$ cat src/modular_inverse_unit_macros.svh
// Assertion macros used by the modular inverse unit core.
`ifndef MODULAR_INVERSE_UNIT_MACROS_SVH
`define MODULAR_INVERSE_UNIT_MACROS_SVH

// Checks a condition in the same cycle as its trigger; clk and rst_n come from the module.
`define MIU_ASSERT_SAME(lbl, ante, cons, msg) \
    lbl: assert property (@(posedge clk) disable iff (!rst_n) (ante) |-> (cons)) \
        else $error(msg);

// Checks a condition in the cycle after its trigger.
`define MIU_ASSERT_NEXT(lbl, ante, cons, msg) \
    lbl: assert property (@(posedge clk) disable iff (!rst_n) (ante) |=> (cons)) \
        else $error(msg);

`endif

$ cat src/miu_pkg.sv
// Shared widths, types and state codes of the modular inverse unit.
package miu_pkg;

    localparam int WIDTH = 32;            // operand width used by the algorithm
    localparam int FIELD_W = 32;          // width of the value, modulus and inverse fields
    localparam int CW = WIDTH + 2;        // signed coefficient width
    localparam int CNT_W = $clog2(WIDTH); // division step counter width

    typedef logic [WIDTH-1:0] word_t;
    typedef logic signed [CW-1:0] coef_t;

    // One-hot sequencer states.
    typedef enum logic [4:0] {
        ST_IDLE = 5'b00001,
        ST_CHK  = 5'b00010,
        ST_DIV  = 5'b00100,
        ST_UPD  = 5'b01000,
        ST_FIN  = 5'b10000
    } state_t;

    // Operands of one restoring division step with its quotient-times-coefficient accumulation.
    typedef struct packed {
        word_t rem;
        logic  dividend_msb;
        word_t divisor;
        coef_t acc;
        coef_t coef;
    } step_in_t;

    typedef struct packed {
        word_t rem;
        coef_t acc;
    } step_out_t;

    // One finished result.
    typedef struct packed {
        logic [FIELD_W-1:0] inverse;
        logic               no_inverse;
    } result_t;

endpackage

$ cat src/modular_inverse_unit.sv
// Modular inverse unit top level: stream ports, output register and the iterative core.
//
// Usage: an item on the slave stream carries a value and a modulus; one result item
// on the master stream carries the inverse of the value modulo the modulus, or 0 with
// tuser set when no inverse exists (shared factor or zero modulus with value above 1).
// A modulus of 1, or a value of 0 or 1, gives an inverse of 1.
// Each Euclid iteration runs a check state, the division state in which the shared
// one-bit-per-cycle divider and accumulator work through the quotient, and one
// coefficient update state. A modulus of 1, or a value of 0 or 1, needs no iteration.
// s_axis_tready is high only while the core is idle; one item is in work at a time,
// and the next item is taken in the cycle after the previous result enters the
// output register.
// The result sits in an output register, so the next item is accepted while an earlier
// result still waits. When the receiver stalls, a finished result holds inside the core
// until the register frees, and no new item is taken meanwhile.
// Reset clears the sequencer and the output valid flag; no item or result survives.
module modular_inverse_unit
    import miu_pkg::*;
(
    input  logic                 clk,
    input  logic                 rst_n,
    input  logic                 s_axis_tvalid,
    output logic                 s_axis_tready,
    input  logic [2*FIELD_W-1:0] s_axis_tdata,  // value, modulus
    output logic                 m_axis_tvalid,
    input  logic                 m_axis_tready,
    output logic [FIELD_W-1:0]   m_axis_tdata,  // inverse
    output logic                 m_axis_tuser   // no_inverse
);

    logic    core_ready;
    logic    core_done;
    logic    out_free;
    result_t core_result;
    word_t   value_w;
    word_t   modulus_w;

    logic               out_valid_reg, out_valid_next;
    logic [FIELD_W-1:0] out_data_reg, out_data_next;
    logic               out_user_reg, out_user_next;

    // Only the low WIDTH bits of each field take part in the computation.
    generate
        if (WIDTH <= FIELD_W)
        begin : g_in_trunc
            assign value_w   = s_axis_tdata[WIDTH-1:0];
            assign modulus_w = s_axis_tdata[FIELD_W+WIDTH-1:FIELD_W];
        end
        else
        begin : g_in_ext
            assign value_w   = {{(WIDTH - FIELD_W){1'b0}}, s_axis_tdata[FIELD_W-1:0]};
            assign modulus_w = {{(WIDTH - FIELD_W){1'b0}}, s_axis_tdata[2*FIELD_W-1:FIELD_W]};
        end
    endgenerate

    assign out_free = !out_valid_reg || m_axis_tready;

    miu_core u_core
    (
        .clk        (clk),
        .rst_n      (rst_n),
        .start      (s_axis_tvalid),
        .value_in   (value_w),
        .modulus_in (modulus_w),
        .out_free   (out_free),
        .ready      (core_ready),
        .done       (core_done),
        .result     (core_result)
    );

    always_comb
    begin
        out_valid_next = out_valid_reg;
        out_data_next  = out_data_reg;
        out_user_next  = out_user_reg;
        if (core_done)
        begin
            out_valid_next = 1'b1;
            out_data_next  = core_result.inverse;
            out_user_next  = core_result.no_inverse;
        end
        else if (m_axis_tready)
        begin
            out_valid_next = 1'b0;
        end
    end

    always_ff @(posedge clk or negedge rst_n)
    begin
        if (!rst_n)
        begin
            out_valid_reg <= 1'b0;
        end
        else
        begin
            out_valid_reg <= out_valid_next;
        end
    end

    always_ff @(posedge clk)
    begin
        out_data_reg <= out_data_next;
        out_user_reg <= out_user_next;
    end

    assign s_axis_tready = core_ready;
    assign m_axis_tvalid = out_valid_reg;
    assign m_axis_tdata  = out_data_reg;
    assign m_axis_tuser  = out_user_reg;

endmodule

$ cat src/miu_step.sv
// One step of the shared unit: a restoring division bit plus the matching accumulation.
module miu_step
    import miu_pkg::*;
(
    input  step_in_t  step_in,
    output step_out_t step_out
);

    logic [WIDTH:0] shifted;
    logic [WIDTH:0] diff;
    logic           take;

    assign shifted = {step_in.rem, step_in.dividend_msb};
    assign diff    = shifted - {1'b0, step_in.divisor};
    assign take    = (shifted >= {1'b0, step_in.divisor});

    // The remainder after subtraction is below the divisor, so it fits the operand width.
    assign step_out.rem = take ? diff[WIDTH-1:0] : shifted[WIDTH-1:0];

    // Quotient bits arrive MSB first, so quotient * coefficient builds up by shift and add.
    assign step_out.acc = {step_in.acc[CW-2:0], 1'b0} + (take ? step_in.coef : coef_t'(0));

endmodule

$ cat src/miu_core.sv
// Sequencer and registers of the extended Euclidean iteration around the shared step unit.
`include "modular_inverse_unit_macros.svh"

module miu_core
    import miu_pkg::*;
(
    input  logic    clk,
    input  logic    rst_n,
    input  logic    start,
    input  word_t   value_in,
    input  word_t   modulus_in,
    input  logic    out_free,
    output logic    ready,
    output logic    done,
    output result_t result
);

    state_t state_reg, state_next;
    word_t  a_reg, a_next;
    word_t  b_reg, b_next;
    word_t  b0_reg, b0_next;
    word_t  rem_reg, rem_next;
    word_t  dq_reg, dq_next;
    coef_t  x0_reg, x0_next;
    coef_t  x1_reg, x1_next;
    coef_t  acc_reg, acc_next;
    word_t  res_reg, res_next;
    logic   fail_reg, fail_next;
    logic [CNT_W-1:0] cnt_reg, cnt_next;

    step_in_t  step_in;
    step_out_t step_out;
    coef_t     corrected;
    logic      a_le_one;

    assign step_in.rem          = rem_reg;
    assign step_in.dividend_msb = dq_reg[WIDTH-1];
    assign step_in.divisor      = b_reg;
    assign step_in.acc          = acc_reg;
    assign step_in.coef         = x0_reg;

    miu_step u_step
    (
        .step_in  (step_in),
        .step_out (step_out)
    );

    assign a_le_one  = (a_reg[WIDTH-1:1] == '0);
    // A negative final coefficient is brought into range by one addition of the modulus.
    assign corrected = x1_reg[CW-1] ? (x1_reg + coef_t'({2'b00, b0_reg})) : x1_reg;

    always_comb
    begin
        state_next = state_reg;
        a_next     = a_reg;
        b_next     = b_reg;
        b0_next    = b0_reg;
        rem_next   = rem_reg;
        dq_next    = dq_reg;
        x0_next    = x0_reg;
        x1_next    = x1_reg;
        acc_next   = acc_reg;
        res_next   = res_reg;
        fail_next  = fail_reg;
        cnt_next   = cnt_reg;
        done       = 1'b0;
        unique case (state_reg)
            ST_IDLE:
            begin
                if (start)
                begin
                    a_next  = value_in;
                    b_next  = modulus_in;
                    b0_next = modulus_in;
                    x0_next = '0;
                    x1_next = coef_t'(1);
                    if (modulus_in == word_t'(1))
                    begin
                        res_next   = word_t'(1);
                        fail_next  = 1'b0;
                        state_next = ST_FIN;
                    end
                    else
                    begin
                        state_next = ST_CHK;
                    end
                end
            end
            ST_CHK:
            begin
                if (a_le_one)
                begin
                    res_next   = corrected[WIDTH-1:0];
                    fail_next  = 1'b0;
                    state_next = ST_FIN;
                end
                else if (b_reg == '0)
                begin
                    res_next   = '0;
                    fail_next  = 1'b1;
                    state_next = ST_FIN;
                end
                else
                begin
                    rem_next   = '0;
                    dq_next    = a_reg;
                    acc_next   = '0;
                    cnt_next   = '0;
                    state_next = ST_DIV;
                end
            end
            ST_DIV:
            begin
                rem_next = step_out.rem;
                acc_next = step_out.acc;
                dq_next  = {dq_reg[WIDTH-2:0], 1'b0};
                cnt_next = cnt_reg + 1'b1;
                if (cnt_reg == CNT_W'(WIDTH - 1))
                begin
                    state_next = ST_UPD;
                end
            end
            ST_UPD:
            begin
                a_next     = b_reg;
                b_next     = rem_reg;
                x0_next    = x1_reg - acc_reg;
                x1_next    = x0_reg;
                state_next = ST_CHK;
            end
            ST_FIN:
            begin
                if (out_free)
                begin
                    done       = 1'b1;
                    state_next = ST_IDLE;
                end
            end
            default:
            begin
                state_next = ST_IDLE;
            end
        endcase
    end

    always_ff @(posedge clk or negedge rst_n)
    begin
        if (!rst_n)
        begin
            state_reg <= ST_IDLE;
        end
        else
        begin
            state_reg <= state_next;
        end
    end

    always_ff @(posedge clk)
    begin
        a_reg    <= a_next;
        b_reg    <= b_next;
        b0_reg   <= b0_next;
        rem_reg  <= rem_next;
        dq_reg   <= dq_next;
        x0_reg   <= x0_next;
        x1_reg   <= x1_next;
        acc_reg  <= acc_next;
        res_reg  <= res_next;
        fail_reg <= fail_next;
        cnt_reg  <= cnt_next;
    end

    assign ready = (state_reg == ST_IDLE);

    generate
        if (WIDTH >= FIELD_W)
        begin : g_res_trunc
            assign result.inverse = res_reg[FIELD_W-1:0];
        end
        else
        begin : g_res_ext
            assign result.inverse = {{(FIELD_W - WIDTH){1'b0}}, res_reg};
        end
    endgenerate
    assign result.no_inverse = fail_reg;

    `MIU_ASSERT_SAME(a_rem_below_divisor, state_reg == ST_UPD, rem_reg < b_reg,
        "Division remainder is not below the divisor.")
    `MIU_ASSERT_SAME(a_divisor_nonzero, state_reg == ST_DIV, b_reg != '0,
        "Division started with a zero divisor.")
    `MIU_ASSERT_NEXT(a_start_moves_on, start && ready,
        state_reg == ST_CHK || state_reg == ST_FIN,
        "Accepted item did not start the sequencer.")
    `MIU_ASSERT_NEXT(a_result_waits, state_reg == ST_FIN && !out_free,
        state_reg == ST_FIN && $stable(res_reg) && $stable(fail_reg),
        "Finished result changed while the output slot was full.")

endmodule
$ cat config.mk
export PLATFORM = sky130hd
export DESIGN_NAME = modular_inverse_unit
export DESIGN_NICKNAME = d
export VERILOG_FILES = /design/src/miu_pkg.sv /design/src/modular_inverse_unit.sv /design/src/miu_step.sv /design/src/miu_core.sv
export VERILOG_INCLUDE_DIRS = /design/src /design/src/src
export SDC_FILE = /design/constraint.sdc
export NUM_CORES = 1
export LEC_CHECK = 0
export BUFFER_PORTS_ARGS = -buffer_cell sky130_fd_sc_hd__buf_2
export CAP_MARGIN = 20
export CORE_ASPECT_RATIO = 1.2
export CORE_MARGIN = 2
export CORE_UTILIZATION = 55
export DETAILED_ROUTE_END_ITERATION = 8
export PLACE_DENSITY = 0.83
export SYNTH_ARGS = -nofsm -noshare
export SYNTH_HDL_FRONTEND = slang
export SYNTH_SLANG_ARGS = --single-unit
$ cat constraint.sdc
create_clock -name clk -period 5.15 [get_ports clk]
set_input_delay 1.03 -clock clk [delete_from_list [all_inputs] [get_ports clk]]
set_output_delay 1.03 -clock clk [all_outputs]
set_load 0.005 [all_outputs]
# Word-level counts from Yosys, hierarchy flattened
# Index checks and enable logic that the tools add are counted.
# classes
n_addsub	5
multipliers	0
div_mod_pow	0
order_cmp	1
eq_ne	14
n_shift	0
n_mux	44
bitwise_logic	0
reduce_logical	13
# op_table
cell	n
32-bit 2-to-1 mux	12
32-bit one-hot mux with 2 select lines	5
34-bit one-hot mux with 2 select lines	3
34-bit 2-to-1 mux	5
5-bit 2-to-1 mux	8
34-bit adder	1
34-bit subtractor	1
33-bit by 32-bit >= comparator with 1-bit output	1
32-bit adder	1
32-bit by 1-bit equality test with 1-bit output, second input constant	1
32-bit logical NOT	1
32-bit subtractor	1
31-bit logical NOT	1
5-bit one-hot mux with 5 select lines	1
5-bit equality test, second input constant	2
5-bit one-hot mux with 2 select lines	1
1-bit 2-to-1 mux	8
2-bit != test, second input constant	4
2-bit nonzero test	4
3-bit AND reduction	2
5-bit by 1-bit adder with 5-bit output, second input constant	1
5-bit by 1-bit equality test with 1-bit output, second input constant	1
5-bit by 2-bit equality test with 1-bit output, second input constant	1
5-bit by 3-bit equality test with 1-bit output, second input constant	1
other kinds (8)	10
# totals
register_bits	339
latch_bits	0
ram_bits	0
mem_bits_ro	0
in_bits	68
elab_cells	92
mem_count	0

# Logic depth before layout (Yosys ltp)
# logic_depth
ltp_word	5
depth_mapped	24
mapped_depth_nobuf	22

# Modules after synthesis
# Synthesis repeated with hierarchy kept, for this count alone.
# unflattened
hier_cells	2055
hier_area_um2	20717.4
# modules_own_cells
module	n_inst	cells_each	area_each_um2
miu_core	1	1391	15477.3
miu_step	1	628	4201.5
modular_inverse_unit	1	36	1038.5

# Least setup slack after synthesis
# No wires, ideal clock.
# synth_path
path_type	flip-flop to flip-flop
startpoint	register u_core.rem_reg[15]
endpoint	register u_core.acc_reg[30], data pin
arrival_time_ps	5121
setup_slack_ps	-225
stages_incl_launch_ff	22
path_cell_list	edfxtp_1 ha_1 a21oi_1 o21ai_0 a211o_1 a41o_1 a2111oi_2 o31ai_2 a21o_1 clkbuf_1 and2_1 ha_1 a21o_1 a21o_1 a221o_1 or3_1 a31oi_2 o31ai_2 a221o_1 o31ai_1 xor2_1 nor2_1
# synth_between
elab_chain_len	4
# synth_lines
element	line	rtl
start: declaration	miu_core.sv:22	word_t rem_reg, rem_next;
start signal: assignment	miu_core.sv:163	rem_reg <= rem_next;
33-bit by 32-bit >= comparator with 1-bit output	miu_step.sv:15	assign take = (shifted >= {1'b0, step_in.divisor});
34-bit 2-to-1 mux	miu_step.sv:21	assign step_out.acc = {step_in.acc[CW-2:0], 1'b0} + (take ? step_in.coef : coef_t'(0));
34-bit adder	miu_step.sv:21	
34-bit one-hot mux with 2 select lines	miu_core.sv:67	unique case (state_reg)
end signal: assignment	miu_core.sv:167	acc_reg <= acc_next;
end: declaration	miu_core.sv:26	coef_t acc_reg, acc_next;
# Every way passes these cells.
# A chain may end at the register's enable or synchronous reset.

# Worst setup path in the final report
# layout_path
startpoint	register u_core.rem_reg[9]
endpoint	register u_core.acc_reg[32], data pin
# Same word-level chain as after synthesis.

==> summary.txt <==
WL/cell: 19.8 µm
Crit Path Max Fanout: 5
Failing checks: negative setup slack
Fin worst setup slack: -0.0743 ns
Starting Density: 0.555
Least-Margin Pin Slew: 1.02 ns
DRC violation count after routing: 0
Post-synthesis sequential area ratio: 0.512
Post-Syn Area: 19800 µm²
Crit start category: flop
CP bufs+invs: 0
Worst reg2reg setup slack: -0.07 ns
Leak: 9.80 nW
Iteration-0 DRC Markers: 1638
Design Area, Final: 23600 µm²
Synth warnings: 0
Most common cell after layout, fill and taps aside: edfxtp_1
Synth Register Bits: 339
FILL cells: 2706
Commonest non-fill, non-tap cells in the layout: edfxtp_1 (333), nand2_1 (314), nor2_1 (176), buf_4 (166), ha_1 (116)
Routability cong.: 0.994
Total Routing Usage GR: 0.280
Count of cell types in the netlist: 75
Slew Viols, Final: 0
Final setup viols: 3
HPWL after detailed placement: 38400 µm
Clock root buffer: clkbuf_16
Number of global-route vias before repair: 15900
Die area: 37600 µm²
Synth Instances: 1939
Post-Syn Area per Cell: 10.2 µm²
Placed Area: 21900 µm²
Nets: 2390
Antenna viol nets, final: 0
Most used DFF post-synth: edfxtp_1
PwrDens: 566 nW/µm²
Skew final: 0.0171 ns
Die W: 177 µm
Fraction of registers with async set/reset: 0.0177
R2R Path Start: u_core.rem_reg[9]
Worst Setup SP: u_core.rem_reg[9]
Total CTS buffers: 36
Clock tree buffer depth: 3
CTS tree: done
Slowest-stage cell, CP: edfxtp_1
CP Capture Type: flop
Worst skew pair latency: 0.54 ns
First-pass GRT wire length: 82400 µm
Drt first pass iters: 6
Syn Nets: 2141
Hold Crit Class: in2async
H-tree lvl count: 2
Clock transition at path regs: 0.06 ns
Number of diodes: 0
Post-synth EDFFs: 333
Outcome: finished, violations left
Arrival time at the worst endpoint: 5.48 ns
Minimum clock period: 5.22 ns
Worst path cell trace: ha_4, nand3_1, or3_4, o211ai_4, a2111oi_4, o31ai_4, a21o_4, and2_4, ha_4, a21o_1, a21o_1, a221o_1, or3_4, a31oi_4, o31ai_4, a221o_1, o31ai_2, xor2_1, nor2_1
Largest net degree at the start of global routing: 106
Core Util, Final: 0.660
Fin Hold WS: 0.316 ns
CTS sink count: 339
Max Cap Violations: 0
Final hold vios: 0
Synthesis-to-finish area growth: 19.0%
CORE AREA: 35800 µm²
FMAX: 191 MHz
Std cell rows: 76
Worst vdd ir: 0.311 mV
Die H: 212 µm
Initial antenna violation count: 0
Number of port buffers: 102
Via count: 16200
Layout cell share with drive strength beyond 1: 0.184
Crit path kind: reg2reg
Grt ovf: 0
RSZ-0062 raised after global routing: yes
Final worst path period share: 1.01
Largest delay contributor family on the critical path: compound AO/OA/AOI/OAI gates
CP required: 5.40 ns
Vias per inst: 6.03
Rel. slew slack: 0.319
CP max stage delay: 0.43 ns
Io pins: 103
Setup_tns: -0.173 ns
Final wirelength: 53200 µm
-- metrics by stage --
step	power [mW]	setup slack, ns	instances
2_1_floorplan	8.42	0.000762	1939
3_3_place_gp	10.1	-0.281	2594
3_5_place_dp	10.3	-0.421	2594
4_1_cts	13.1	0.00425	2674
5_1_grt	14.1	-0.226	2684
6_report	13.3	-0.0743	2684
-- power by group --
group | internal [mW] | switching (mW)
Clock | 1.46 | 1.09
Sequential | 3.95 | 0.433
Combinational | 2.77 | 3.65
Total | 8.17 | 5.18
-- final cells by class --
type | instances | area (µm²) | share of cell area
inverters | 93 | 349 | 0.0148
flip-flops and latches | 339 | 10200 | 0.430
repair buffers | 272 | 1820 | 0.0771
well taps | 468 | 586 | 0.0248
clock inverters | 20 | 174 | 0.00737
clock buffers | 46 | 981 | 0.0416
multi-input cells | 1446 | 9540 | 0.404
-- timing repair --
| item | 4_1_cts | 5_1_grt |
|---|---|---|
| pin swaps | 18 | 6 |
| endpoints found under the hold margin | 0 | 0 |
| setup buffers | 13 | 10 |
| hold buffers | 0 | 0 |
| setup endpoints to repair | 13 | 14 |
| gates cloned | 1 | 0 |
| gates resized for setup | 38 | 25 |
-- Yosys cell counts (23+ instances only) --
cell,count,area share
clkbuf_1,53,0.010
inv_1,92,0.017
xor2_1,48,0.021
mux2i_1,23,0.012
xnor2_1,59,0.026
o21ai_0,105,0.026
and2_1,77,0.024
a21o_1,49,0.019
nor4_1,23,0.0073
nand3_1,33,0.0083
nor2_1,177,0.033
ha_1,130,0.082
a211oi_1,24,0.0091
edfxtp_1,333,0.50
a21oi_1,124,0.031
nand2_1,316,0.060
-- metal layers --
metal	wire, µm	GRT usage
met1	20600	0.350
met2	26100	0.482
met3	3650	0.0311
met4	2900	0.143
met5	0	0
-- path summary, 6_finish.rpt --
path                                             to  depth (start not counted)
worst max-delay path             u_core.acc_reg[32]                         19
worst min-delay path            u_core.state_reg[1]                          1
worst max register to register   u_core.acc_reg[32]                         19
worst min register to register      m_axis_tdata[2]                          0
max in group asynchronous       u_core.state_reg[0]                          1
min in group clk                    m_axis_tdata[2]                          0
-- worst register-to-register path: stages (launching register included) --
cell	delay, ns
edfxtp_1	0.43
ha_4	0.31
nand3_1	0.10
or3_4	0.39
o211ai_4	0.27
a2111oi_4	0.14
o31ai_4	0.37
a21o_4	0.26
and2_4	0.18
ha_4	0.20
a21o_1	0.20
a21o_1	0.18
a221o_1	0.33
or3_4	0.41
a31oi_4	0.20
o31ai_4	0.08
a221o_1	0.43
o31ai_2	0.23
xor2_1	0.18
nor2_1	0.05
-- logic make-up (layout without fill, tap and decap cells) --
group,count (synthesis),in the layout,share of synthesized area
adder cells (fa/ha/maj),134,134,0.0860
buffers and inverters,155,431,0.0305
AND/OR/NAND/NOR,751,751,0.174
AO/OA/AOI/OAI,429,430,0.139
multiplexers,24,24,0.0122
flip-flops,339,339,0.512
XOR/XNOR,107,107,0.0472
No activity file was read; power rests on OpenSTA's default activity.
